===== src/hw/rtl/lpd_pkg.sv =====
`default_nettype none

package lpd_pkg;

  // field widths
  localparam int POS_W      = 16;
  localparam int GAIN_W     = 16;
  localparam int LEVEL_W    = 15;
  localparam int DUTY_W     = 16;
  localparam int OP_W       = 2;
  localparam int DIR_W      = 2;
  localparam int CFG_IDX_W  = 3;
  localparam int CFG_DATA_W = 16;

  // shared multiplier, signed operands
  localparam int MUL_W  = 25;
  localparam int PROD_W = 2 * MUL_W;

  // integral clamp base, scaled by the position fraction bits
  localparam int INTEG_BASE = 1000;

  // duty = floor(level * full_duty / 25600) = floor((x >> 8) / 100)
  // x >> 8 stays below 2^23, so a 30 bit reciprocal of 100 is exact
  localparam int DUTY_PRE_SHIFT   = 8;
  localparam int DUTY_Y_W         = 23;
  localparam int DUTY_RECIP       = 10737419;
  localparam int DUTY_RECIP_SHIFT = 30;
  localparam int DUTY_Q_W         = 17;

  // opcodes
  localparam logic [OP_W-1:0] OP_TICK    = 2'd0;
  localparam logic [OP_W-1:0] OP_TARGET  = 2'd1;
  localparam logic [OP_W-1:0] OP_ENABLE  = 2'd2;
  localparam logic [OP_W-1:0] OP_DISABLE = 2'd3;

  // run direction codes
  localparam logic [DIR_W-1:0] DIR_NONE = 2'd0;
  localparam logic [DIR_W-1:0] DIR_UP   = 2'd1;
  localparam logic [DIR_W-1:0] DIR_DOWN = 2'd2;

  // register indexes
  localparam logic [CFG_IDX_W-1:0] REG_GAIN_P   = 3'd0;
  localparam logic [CFG_IDX_W-1:0] REG_GAIN_I   = 3'd1;
  localparam logic [CFG_IDX_W-1:0] REG_GAIN_D   = 3'd2;
  localparam logic [CFG_IDX_W-1:0] REG_LOWER    = 3'd3;
  localparam logic [CFG_IDX_W-1:0] REG_UPPER    = 3'd4;
  localparam logic [CFG_IDX_W-1:0] REG_STEP     = 3'd5;
  localparam logic [CFG_IDX_W-1:0] REG_CEILING  = 3'd6;
  localparam logic [CFG_IDX_W-1:0] REG_DUTY     = 3'd7;

  // register reset values
  localparam logic [POS_W-1:0]   RST_LOWER   = 16'd432;
  localparam logic [POS_W-1:0]   RST_UPPER   = 16'd3760;
  localparam logic [LEVEL_W-1:0] RST_STEP    = 15'd1280;
  localparam logic [LEVEL_W-1:0] RST_CEILING = 15'd25600;
  localparam logic [DUTY_W-1:0]  RST_DUTY    = 16'd1000;

  typedef struct packed {
    logic signed [GAIN_W-1:0] gain_p;
    logic signed [GAIN_W-1:0] gain_i;
    logic signed [GAIN_W-1:0] gain_d;
    logic [POS_W-1:0]         lower_limit;
    logic [POS_W-1:0]         upper_limit;
    logic [LEVEL_W-1:0]       step_limit;
    logic [LEVEL_W-1:0]       output_ceiling;
    logic [DUTY_W-1:0]        full_duty;
  } lpd_cfg_t;

endpackage

`default_nettype wire


===== src/hw/rtl/lpd_cfg_regs.sv =====
`default_nettype none

module lpd_cfg_regs
  import lpd_pkg::*;
(
  input  wire logic                  clk_i,
  input  wire logic                  rst_ni,
  input  wire logic                  cfg_we_i,
  input  wire logic [CFG_IDX_W-1:0]  cfg_index_i,
  input  wire logic [CFG_DATA_W-1:0] cfg_data_i,
  output lpd_cfg_t                   cfg_o
);

  lpd_cfg_t cfg_q, cfg_d;

  always_comb begin
    cfg_d = cfg_q;
    if (cfg_we_i) begin
      case (cfg_index_i)
        REG_GAIN_P:  cfg_d.gain_p         = cfg_data_i;
        REG_GAIN_I:  cfg_d.gain_i         = cfg_data_i;
        REG_GAIN_D:  cfg_d.gain_d         = cfg_data_i;
        REG_LOWER:   cfg_d.lower_limit    = cfg_data_i;
        REG_UPPER:   cfg_d.upper_limit    = cfg_data_i;
        REG_STEP:    cfg_d.step_limit     = cfg_data_i[LEVEL_W-1:0];
        REG_CEILING: cfg_d.output_ceiling = cfg_data_i[LEVEL_W-1:0];
        REG_DUTY:    cfg_d.full_duty      = cfg_data_i;
        default:     cfg_d = cfg_q;
      endcase
    end
  end

  always_ff @(posedge clk_i or negedge rst_ni) begin
    if (!rst_ni) begin
      cfg_q.gain_p         <= '0;
      cfg_q.gain_i         <= '0;
      cfg_q.gain_d         <= '0;
      cfg_q.lower_limit    <= RST_LOWER;
      cfg_q.upper_limit    <= RST_UPPER;
      cfg_q.step_limit     <= RST_STEP;
      cfg_q.output_ceiling <= RST_CEILING;
      cfg_q.full_duty      <= RST_DUTY;
    end else begin
      cfg_q <= cfg_d;
    end
  end

  assign cfg_o = cfg_q;

endmodule

`default_nettype wire


===== src/hw/rtl/lpd_mul_unit.sv =====
`default_nettype none

module lpd_mul_unit
  import lpd_pkg::*;
(
  input  wire logic                     clk_i,
  input  wire logic signed [MUL_W-1:0]  a_i,
  input  wire logic signed [MUL_W-1:0]  b_i,
  output logic signed [PROD_W-1:0]      p_o
);

  logic signed [PROD_W-1:0] p_q;

  // product is registered: it lands in the cycle after the operands
  always_ff @(posedge clk_i) begin
    p_q <= a_i * b_i;
  end

  assign p_o = p_q;

endmodule

`default_nettype wire


===== src/hw/rtl/lift_position_pid_drive_unit.sv =====
// lift position pid drive
//
// input channel: in_valid_i / in_stall_o with opcode_i, measured_position_i and
// new_target_i; a request is taken at a clock edge with valid high and stall low.
// output channel: out_valid_o / out_stall_i with one result per request (duty
// per bridge channel, bridge enable, enable status, direction, drive level).
// configuration: cfg_we_i writes cfg_data_i into register cfg_index_i at once;
// write only while no request is in flight.
//
// one shared multiplier runs every product under a small sequencer: the three
// pid products, then level * full_duty, then the reciprocal multiply for / 100.
// a tick that runs the pid step goes through decide, three pid products,
// accumulate, clip, level, two duty passes, saturate and load before it is
// ready again. any other request, including a tick that stops or finds the
// block disabled, skips the pid steps and goes from decide to the duty passes.
// the result sits in an output register; while it is stalled the next request
// is still accepted and worked, and only its final load waits for the slot.
// reset: controller disabled, direction none, target, integral, last error and
// level zero, registers at their defaults, no result pending.
`default_nettype none

module lift_position_pid_drive_unit
  import lpd_pkg::*;
#(
  parameter int POSITION_FRAC_BITS = 4
) (
  input  wire logic                  clk_i,
  input  wire logic                  rst_ni,
  // config write port
  input  wire logic                  cfg_we_i,
  input  wire logic [CFG_IDX_W-1:0]  cfg_index_i,
  input  wire logic [CFG_DATA_W-1:0] cfg_data_i,
  // request channel
  input  wire logic                  in_valid_i,
  output logic                       in_stall_o,
  input  wire logic [OP_W-1:0]       opcode_i,
  input  wire logic [POS_W-1:0]      measured_position_i,
  input  wire logic [POS_W-1:0]      new_target_i,
  // result channel
  output logic                       out_valid_o,
  input  wire logic                  out_stall_i,
  output logic [DUTY_W-1:0]          duty_a_o,
  output logic [DUTY_W-1:0]          duty_b_o,
  output logic                       bridge_on_o,
  output logic                       is_enabled_o,
  output logic [DIR_W-1:0]           direction_o,
  output logic [LEVEL_W-1:0]         drive_level_o
);

  // integral clamp and datapath widths follow the position fraction bits
  localparam int ILIM   = INTEG_BASE << POSITION_FRAC_BITS;
  localparam int IW     = $clog2(ILIM + 1) + 1;
  localparam int TW     = (IW > 18) ? IW : 18;
  localparam int SUM_W  = GAIN_W + TW + 2;
  localparam int DERR_W = POS_W + 1;

  // sequencer states
  localparam logic [3:0] ST_IDLE   = 4'd0;
  localparam logic [3:0] ST_DECIDE = 4'd1;
  localparam logic [3:0] ST_INTEG  = 4'd2;
  localparam logic [3:0] ST_MUL_I  = 4'd3;
  localparam logic [3:0] ST_MUL_D  = 4'd4;
  localparam logic [3:0] ST_ACC    = 4'd5;
  localparam logic [3:0] ST_CLIP   = 4'd6;
  localparam logic [3:0] ST_LEVEL  = 4'd7;
  localparam logic [3:0] ST_DUTY_M = 4'd8;
  localparam logic [3:0] ST_DUTY_R = 4'd9;
  localparam logic [3:0] ST_DUTY_Q = 4'd10;
  localparam logic [3:0] ST_EMIT   = 4'd11;

  lpd_cfg_t cfg;

  lpd_cfg_regs u_cfg (
    .clk_i       (clk_i),
    .rst_ni      (rst_ni),
    .cfg_we_i    (cfg_we_i),
    .cfg_index_i (cfg_index_i),
    .cfg_data_i  (cfg_data_i),
    .cfg_o       (cfg)
  );

  // shared multiplier
  logic signed [MUL_W-1:0]  mul_a, mul_b;
  logic signed [PROD_W-1:0] prod;

  lpd_mul_unit u_mul (
    .clk_i (clk_i),
    .a_i   (mul_a),
    .b_i   (mul_b),
    .p_o   (prod)
  );

  // control state
  logic [3:0]         state_q, state_d;
  logic               en_q, en_d;
  logic [DIR_W-1:0]   dir_q, dir_d;
  logic [POS_W-1:0]   target_q, target_d;
  logic signed [IW-1:0] integ_q, integ_d;
  logic [POS_W-1:0]   prev_q, prev_d;
  logic [LEVEL_W-1:0] drive_q, drive_d;
  logic               out_valid_q, out_valid_d;

  // working registers
  logic [OP_W-1:0]    op_q, op_d;
  logic [POS_W-1:0]   pos_q, pos_d;
  logic [POS_W-1:0]   tgt_in_q, tgt_in_d;
  logic [POS_W-1:0]   err_q, err_d;
  logic signed [DERR_W-1:0] deriv_q, deriv_d;
  logic signed [SUM_W-1:0]  acc_q, acc_d;
  logic [DUTY_W-1:0]  duty_q, duty_d;

  // result registers
  logic [DUTY_W-1:0]  res_a_q, res_a_d, res_b_q, res_b_d;
  logic               res_en_q, res_en_d;
  logic [DIR_W-1:0]   res_dir_q, res_dir_d;
  logic [LEVEL_W-1:0] res_lvl_q, res_lvl_d;

  // comb helpers
  logic [DIR_W-1:0]        dir_n;
  logic                    stop_n;
  logic signed [TW:0]      isum, ilim_s;
  logic signed [SUM_W-1:0] shifted, step_s;
  logic signed [SUM_W:0]   lvl, ceil_s;
  logic [DUTY_Q_W-1:0]     quot;
  logic                    slot_free;

  assign slot_free = !out_valid_q || !out_stall_i;
  assign ilim_s    = (TW+1)'(ILIM);
  assign step_s    = SUM_W'(cfg.step_limit);
  assign ceil_s    = (SUM_W+1)'(cfg.output_ceiling);
  assign shifted   = acc_q >>> POSITION_FRAC_BITS;
  assign lvl       = (SUM_W+1)'(acc_q) + (SUM_W+1)'(drive_q);
  assign quot      = prod[DUTY_RECIP_SHIFT +: DUTY_Q_W];

  // direction latch and stop decision for a tick
  always_comb begin
    dir_n = dir_q;
    if (drive_q == '0) begin
      if (target_q > pos_q) begin
        dir_n = DIR_UP;
      end else if (target_q < pos_q) begin
        dir_n = DIR_DOWN;
      end
    end
    case (dir_n)
      DIR_UP:   stop_n = (pos_q >= target_q) || (pos_q >= cfg.upper_limit);
      DIR_DOWN: stop_n = (pos_q <= target_q) || (pos_q <= cfg.lower_limit);
      default:  stop_n = 1'b1;
    endcase
  end

  // operand select for the shared multiplier
  always_comb begin
    mul_a = '0;
    mul_b = '0;
    case (state_q)
      ST_INTEG: begin
        mul_a = MUL_W'(cfg.gain_p);
        mul_b = MUL_W'(err_q);
      end
      ST_MUL_I: begin
        mul_a = MUL_W'(cfg.gain_i);
        mul_b = MUL_W'(integ_q);
      end
      ST_MUL_D: begin
        mul_a = MUL_W'(cfg.gain_d);
        mul_b = MUL_W'(deriv_q);
      end
      ST_DUTY_M: begin
        mul_a = MUL_W'(drive_q);
        mul_b = MUL_W'(cfg.full_duty);
      end
      ST_DUTY_R: begin
        mul_a = MUL_W'(prod[DUTY_PRE_SHIFT +: DUTY_Y_W]);
        mul_b = MUL_W'(DUTY_RECIP);
      end
      default: begin
        mul_a = '0;
        mul_b = '0;
      end
    endcase
  end

  // sequencer
  always_comb begin
    state_d     = state_q;
    en_d        = en_q;
    dir_d       = dir_q;
    target_d    = target_q;
    integ_d     = integ_q;
    prev_d      = prev_q;
    drive_d     = drive_q;
    out_valid_d = out_valid_q;
    op_d        = op_q;
    pos_d       = pos_q;
    tgt_in_d    = tgt_in_q;
    err_d       = err_q;
    deriv_d     = deriv_q;
    acc_d       = acc_q;
    duty_d      = duty_q;
    res_a_d     = res_a_q;
    res_b_d     = res_b_q;
    res_en_d    = res_en_q;
    res_dir_d   = res_dir_q;
    res_lvl_d   = res_lvl_q;
    isum        = (TW+1)'(integ_q) + (TW+1)'(err_q);

    // result taken downstream
    if (out_valid_q && !out_stall_i) begin
      out_valid_d = 1'b0;
    end

    case (state_q)
      ST_IDLE: begin
        if (in_valid_i) begin
          op_d     = opcode_i;
          pos_d    = measured_position_i;
          tgt_in_d = new_target_i;
          state_d  = ST_DECIDE;
        end
      end
      ST_DECIDE: begin
        state_d = ST_DUTY_M;
        case (op_q)
          OP_TICK: begin
            if (!en_q) begin
              drive_d = '0;
            end else begin
              dir_d = dir_n;
              if (stop_n) begin
                en_d    = 1'b0;
                drive_d = '0;
              end else begin
                err_d   = (dir_n == DIR_UP) ? (target_q - pos_q) : (pos_q - target_q);
                state_d = ST_INTEG;
              end
            end
          end
          OP_TARGET: begin
            // lower clamp first, then upper, even if the limits cross
            if (tgt_in_q < cfg.lower_limit) begin
              target_d = cfg.lower_limit;
            end else if (tgt_in_q > cfg.upper_limit) begin
              target_d = cfg.upper_limit;
            end else begin
              target_d = tgt_in_q;
            end
            integ_d = '0;
            prev_d  = '0;
          end
          OP_ENABLE: begin
            en_d = 1'b1;
          end
          OP_DISABLE: begin
            en_d    = 1'b0;
            drive_d = '0;
          end
          default: begin
            en_d = en_q;
          end
        endcase
      end
      ST_INTEG: begin
        // p term issued this cycle; integral and derivative updated
        if (isum > ilim_s) begin
          integ_d = IW'(ilim_s);
        end else if (isum < -ilim_s) begin
          integ_d = IW'(-ilim_s);
        end else begin
          integ_d = IW'(isum);
        end
        deriv_d = signed'(DERR_W'(err_q)) - signed'(DERR_W'(prev_q));
        prev_d  = err_q;
        state_d = ST_MUL_I;
      end
      ST_MUL_I: begin
        acc_d   = SUM_W'(prod);
        state_d = ST_MUL_D;
      end
      ST_MUL_D: begin
        acc_d   = acc_q + SUM_W'(prod);
        state_d = ST_ACC;
      end
      ST_ACC: begin
        acc_d   = acc_q + SUM_W'(prod);
        state_d = ST_CLIP;
      end
      ST_CLIP: begin
        // floor shift, then limit the rise per tick
        acc_d   = (shifted > step_s) ? step_s : shifted;
        state_d = ST_LEVEL;
      end
      ST_LEVEL: begin
        if (lvl > ceil_s) begin
          drive_d = cfg.output_ceiling;
        end else if (lvl < 0) begin
          drive_d = '0;
        end else begin
          drive_d = lvl[LEVEL_W-1:0];
        end
        state_d = ST_DUTY_M;
      end
      ST_DUTY_M: begin
        state_d = ST_DUTY_R;
      end
      ST_DUTY_R: begin
        state_d = ST_DUTY_Q;
      end
      ST_DUTY_Q: begin
        duty_d  = (quot > DUTY_Q_W'(16'hFFFF)) ? 16'hFFFF : quot[DUTY_W-1:0];
        state_d = ST_EMIT;
      end
      ST_EMIT: begin
        if (slot_free) begin
          res_a_d     = (en_q && drive_q != '0 && dir_q == DIR_UP) ? duty_q : '0;
          res_b_d     = (en_q && drive_q != '0 && dir_q == DIR_DOWN) ? duty_q : '0;
          res_en_d    = en_q;
          res_dir_d   = dir_q;
          res_lvl_d   = drive_q;
          out_valid_d = 1'b1;
          state_d     = ST_IDLE;
        end
      end
      default: begin
        state_d = ST_IDLE;
      end
    endcase
  end

  always_ff @(posedge clk_i or negedge rst_ni) begin
    if (!rst_ni) begin
      state_q     <= ST_IDLE;
      en_q        <= 1'b0;
      dir_q       <= DIR_NONE;
      target_q    <= '0;
      integ_q     <= '0;
      prev_q      <= '0;
      drive_q     <= '0;
      out_valid_q <= 1'b0;
    end else begin
      state_q     <= state_d;
      en_q        <= en_d;
      dir_q       <= dir_d;
      target_q    <= target_d;
      integ_q     <= integ_d;
      prev_q      <= prev_d;
      drive_q     <= drive_d;
      out_valid_q <= out_valid_d;
    end
  end

  // payload registers
  always_ff @(posedge clk_i) begin
    op_q      <= op_d;
    pos_q     <= pos_d;
    tgt_in_q  <= tgt_in_d;
    err_q     <= err_d;
    deriv_q   <= deriv_d;
    acc_q     <= acc_d;
    duty_q    <= duty_d;
    res_a_q   <= res_a_d;
    res_b_q   <= res_b_d;
    res_en_q  <= res_en_d;
    res_dir_q <= res_dir_d;
    res_lvl_q <= res_lvl_d;
  end

  assign in_stall_o    = (state_q != ST_IDLE);
  assign out_valid_o   = out_valid_q;
  assign duty_a_o      = res_a_q;
  assign duty_b_o      = res_b_q;
  assign bridge_on_o   = res_en_q;
  assign is_enabled_o  = res_en_q;
  assign direction_o   = res_dir_q;
  assign drive_level_o = res_lvl_q;

  // a nonzero level only exists while enabled
  a_level_needs_enable: assert property (@(posedge clk_i) disable iff (!rst_ni)
    drive_q != '0 |-> en_q)
    else $error("drive level nonzero while disabled");

  // integral stays inside its clamp
  a_integ_in_range: assert property (@(posedge clk_i) disable iff (!rst_ni)
    (integ_q <= IW'(ILIM)) && (integ_q >= -(IW'(ILIM))))
    else $error("integral outside clamp");

  // an accepted request starts the sequencer
  a_accept_starts: assert property (@(posedge clk_i) disable iff (!rst_ni)
    (in_valid_i && !in_stall_o) |=> state_q == ST_DECIDE)
    else $error("accepted request did not start");

  // never drive both bridge channels
  a_one_channel: assert property (@(posedge clk_i) disable iff (!rst_ni)
    out_valid_q |-> (res_a_q == '0 || res_b_q == '0))
    else $error("both duty channels active");

endmodule

`default_nettype wire

===== config.mk =====
export PLATFORM = sky130hd
export DESIGN_NAME = lift_position_pid_drive_unit
export DESIGN_NICKNAME = d
export VERILOG_FILES = /design/src/hw/rtl/lpd_pkg.sv /design/src/hw/rtl/lpd_cfg_regs.sv /design/src/hw/rtl/lpd_mul_unit.sv /design/src/hw/rtl/lift_position_pid_drive_unit.sv
export SDC_FILE = /design/constraint.sdc
export NUM_CORES = 2
export LEC_CHECK = 0
export BUFFER_PORTS_ARGS = -buffer_cell sky130_fd_sc_hd__clkbuf_2
export CAP_MARGIN = 5
export CORE_MARGIN = 8
export CORE_UTILIZATION = 25
export CTS_BUF_LIST = sky130_fd_sc_hd__clkbuf_16
export DETAILED_ROUTE_END_ITERATION = 12
export HOLD_SLACK_MARGIN = 0.06
export SYNTH_ARGS = -nofsm -noshare
export SYNTH_HDL_FRONTEND = slang
export SYNTH_HIERARCHICAL = 1
export SYNTH_SLANG_ARGS = --single-unit

===== constraint.sdc =====
create_clock -name clk_i -period 12.9 [get_ports clk_i]
set_input_delay 1.29 -clock clk_i [delete_from_list [all_inputs] [get_ports clk_i]]
set_output_delay 1.29 -clock clk_i [all_outputs]
set_load 0.005 [all_outputs]

==> results_dict.tcl <==
set metrics [dict create \
    fp.dieH_microns 450 \
    cp-start-kind "flop" \
    grt_max_degree 91 \
    worst_slew_pin_slew_ns 1.19 \
    final_common_cell "inv_1" \
    relSlewSlack_pct 20.7 \
    grt_usage_pct 12.7 \
    final_cell_mix "inv_1 (811), fa_1 (646), nand2_1 (452), and2_1 (367), ha_1 (348)" \
    grt_pass1_wl_mm 209 \
    post_cts_resized 0 \
    slowest_delay_ns 0.86 \
    cpMostUsedCell "fa_1" \
    avgSynthCellArea_sq_um 9.78 \
    cts_sinks 412 \
    cts_buffers 50 \
    gp_congestion 0.893 \
    required_ns 13.44 \
    cp-end-kind "flop" \
    drt_wl_total_mm 133 \
    crit_family "adder cells" \
    area_growth_pct 10.9 \
    min_period_over_period_pct 72.6 \
    remaining_drc_errors 0 \
    layout.area.seq_sq_um 10900 \
    p_per_area_nw_per_um2 266 \
    num_rows 159 \
    cts_setup_buffers 0 \
    drt_pass1_iterations 8 \
    cts_root_buffer "clkbuf_16" \
    initial_utilization_pct 25.1 \
    core_region_area_sq_um 187000 \
    io_pins 111 \
    vias_per_cell 4.71 \
    synth_nets 5859 \
    cts_tree "yes" \
    path_clk_slew_ns 0.07 \
    power.leakage_uw 0.0245 \
    num-nets-final 5883 \
    final_util_pct 27.8 \
    critPathKind "flop to flop" \
    crit_start "state_q[0]$_DFFE_PN0P_" \
    worstPathBufferInverterCount 7 \
    holdPathStages 1 \
    fillers 19600 \
    drv_slew 0 \
    synth_warnings 6 \
    finalHoldViolCount 0 \
    hp-class "flop to flop" \
    postRouteAntennaNets 0 \
    cts_hold_buf 0 \
    grt_pass1_vias 36200 \
    r2r_start "state_q[0]$_DFFE_PN0P_" \
    dp_hpwl_mm 103 \
    layout_min_cycle_time_ns 9.36 \
    fin_setup_tns_ns 0 \
    grt_overflow_total 0 \
    final_layout_size_suffix_gt1_share_pct 9.79 \
    antenna_found_initial 8 \
    path_depth 28 \
    io_buffer_count 110 \
    multi_input_area_sq_um 32300 \
    die_x_microns 450 \
    cp.arrival_ns 9.90 \
    reg2reg_depth 28 \
    crit_fanout 63 \
    fmax_ghz 0.107 \
    clock_skew_ns 0.0850 \
    clk-insertion-delay-late_ns 0.67 \
    die_area_sq_um 202000 \
    grt_setup_unrepaired "false" \
    setup_viol_count_final 0 \
    synth_area_sq_um 47000 \
    avgRoutedWirePerCell_microns 18.0 \
    drv_cap 0 \
    vias 34700 \
    synth_cells 4807 \
    cts_buffer_depth 3 \
    outcome "finished clean" \
    hp-start "prev_q[8]$_DFFE_PN0P_" \
    drtIter0Drc 2462 \
    peakVddDrop_uv 150 \
    htree_levels 2 \
    crit_path_top_delay_cell "nand2_1" \
]
per-stage QoR:
step	setup slack (ns)	hold WS, ns	total power [uW]	instance area (sq um)	instances
floorplan	4.58	0.463	9370	47000	4807
finish	3.54	0.498	13900	52100	7369
detailed placement	3.56	0.482	12400	50500	7274
global placement	3.68	0.484	12300	50500	7274
CTS	3.52	0.501	13900	52100	7368
global route	3.01	0.510	15200	52100	7368
worst paths after layout:
path	endpoint	slack, ns
min	prev_q[8]$_DFFE_PN0P_	0.50
max	u_mul/p_o[43]$_DFF_P_	3.54
min in group asynchronous	u_cfg/cfg_o[58]$_DFFE_PN0P_	0.58
max in group asynchronous	u_cfg/cfg_o[92]$_DFFE_PN0P_	10.04
min reg2reg	prev_q[8]$_DFFE_PN0P_	0.50
max reg2reg	u_mul/p_o[43]$_DFF_P_	3.54
cell type report:
| class | count | share of cell area, % |
|---|---|---|
| diodes | 1 | 0.00480 |
| clock inverters | 43 | 0.761 |
| clock buffers | 51 | 2.45 |
| multi-input cells | 3386 | 62.0 |
| flip-flops and latches | 412 | 21.0 |
| well taps | 2495 | 5.99 |
| inverters | 801 | 5.77 |
| repair buffers | 180 | 2.08 |
layer usage:
layer | global-route usage [%] | vias up | wire length (microns)
li1 | - | 15800 | -
met4 | 4.11 | 2 | 4570
met3 | 1.90 | 267 | 9040
met5 | 0 | - | 13
met2 | 20.9 | 1205 | 61200
met1 | 17.2 | 17400 | 57700
flip-flops by register name, summed over array words and instances (netlist names):
name           count
acc_q             36
bridge_on_o        1
deriv_q           17
dir_q              2
direction_o        2
drive_level_o     15
drive_q           15
duty_a_o          16
duty_b_o          16
duty_q            16
en_q               1
err_q             16
integ_q           15
op_q               2
out_valid_o        1
pos_q             16
prev_q            16
state_q            4
target_q          16
tgt_in_q          16
u_cfg/cfg_o      126
u_mul/p_o         47
worst reg2reg max path, delay by kind of cell (launching register included):
family	cells	cell delay [ns]
xor+xnor	1	0.15
flops	1	0.50
buf+inv	7	1.33
compound gates	5	1.45
fa+ha+maj	8	3.84
simple gates	7	2.02
where the power goes:
part           internal (uW)  switching [uW]  total (uW)
Clock                    810             603        1410
Combinational           3810            6240       10000
Sequential              1940             462        2400
Total                   6560            7300       13900
Power figures use the tool's default switching activity.
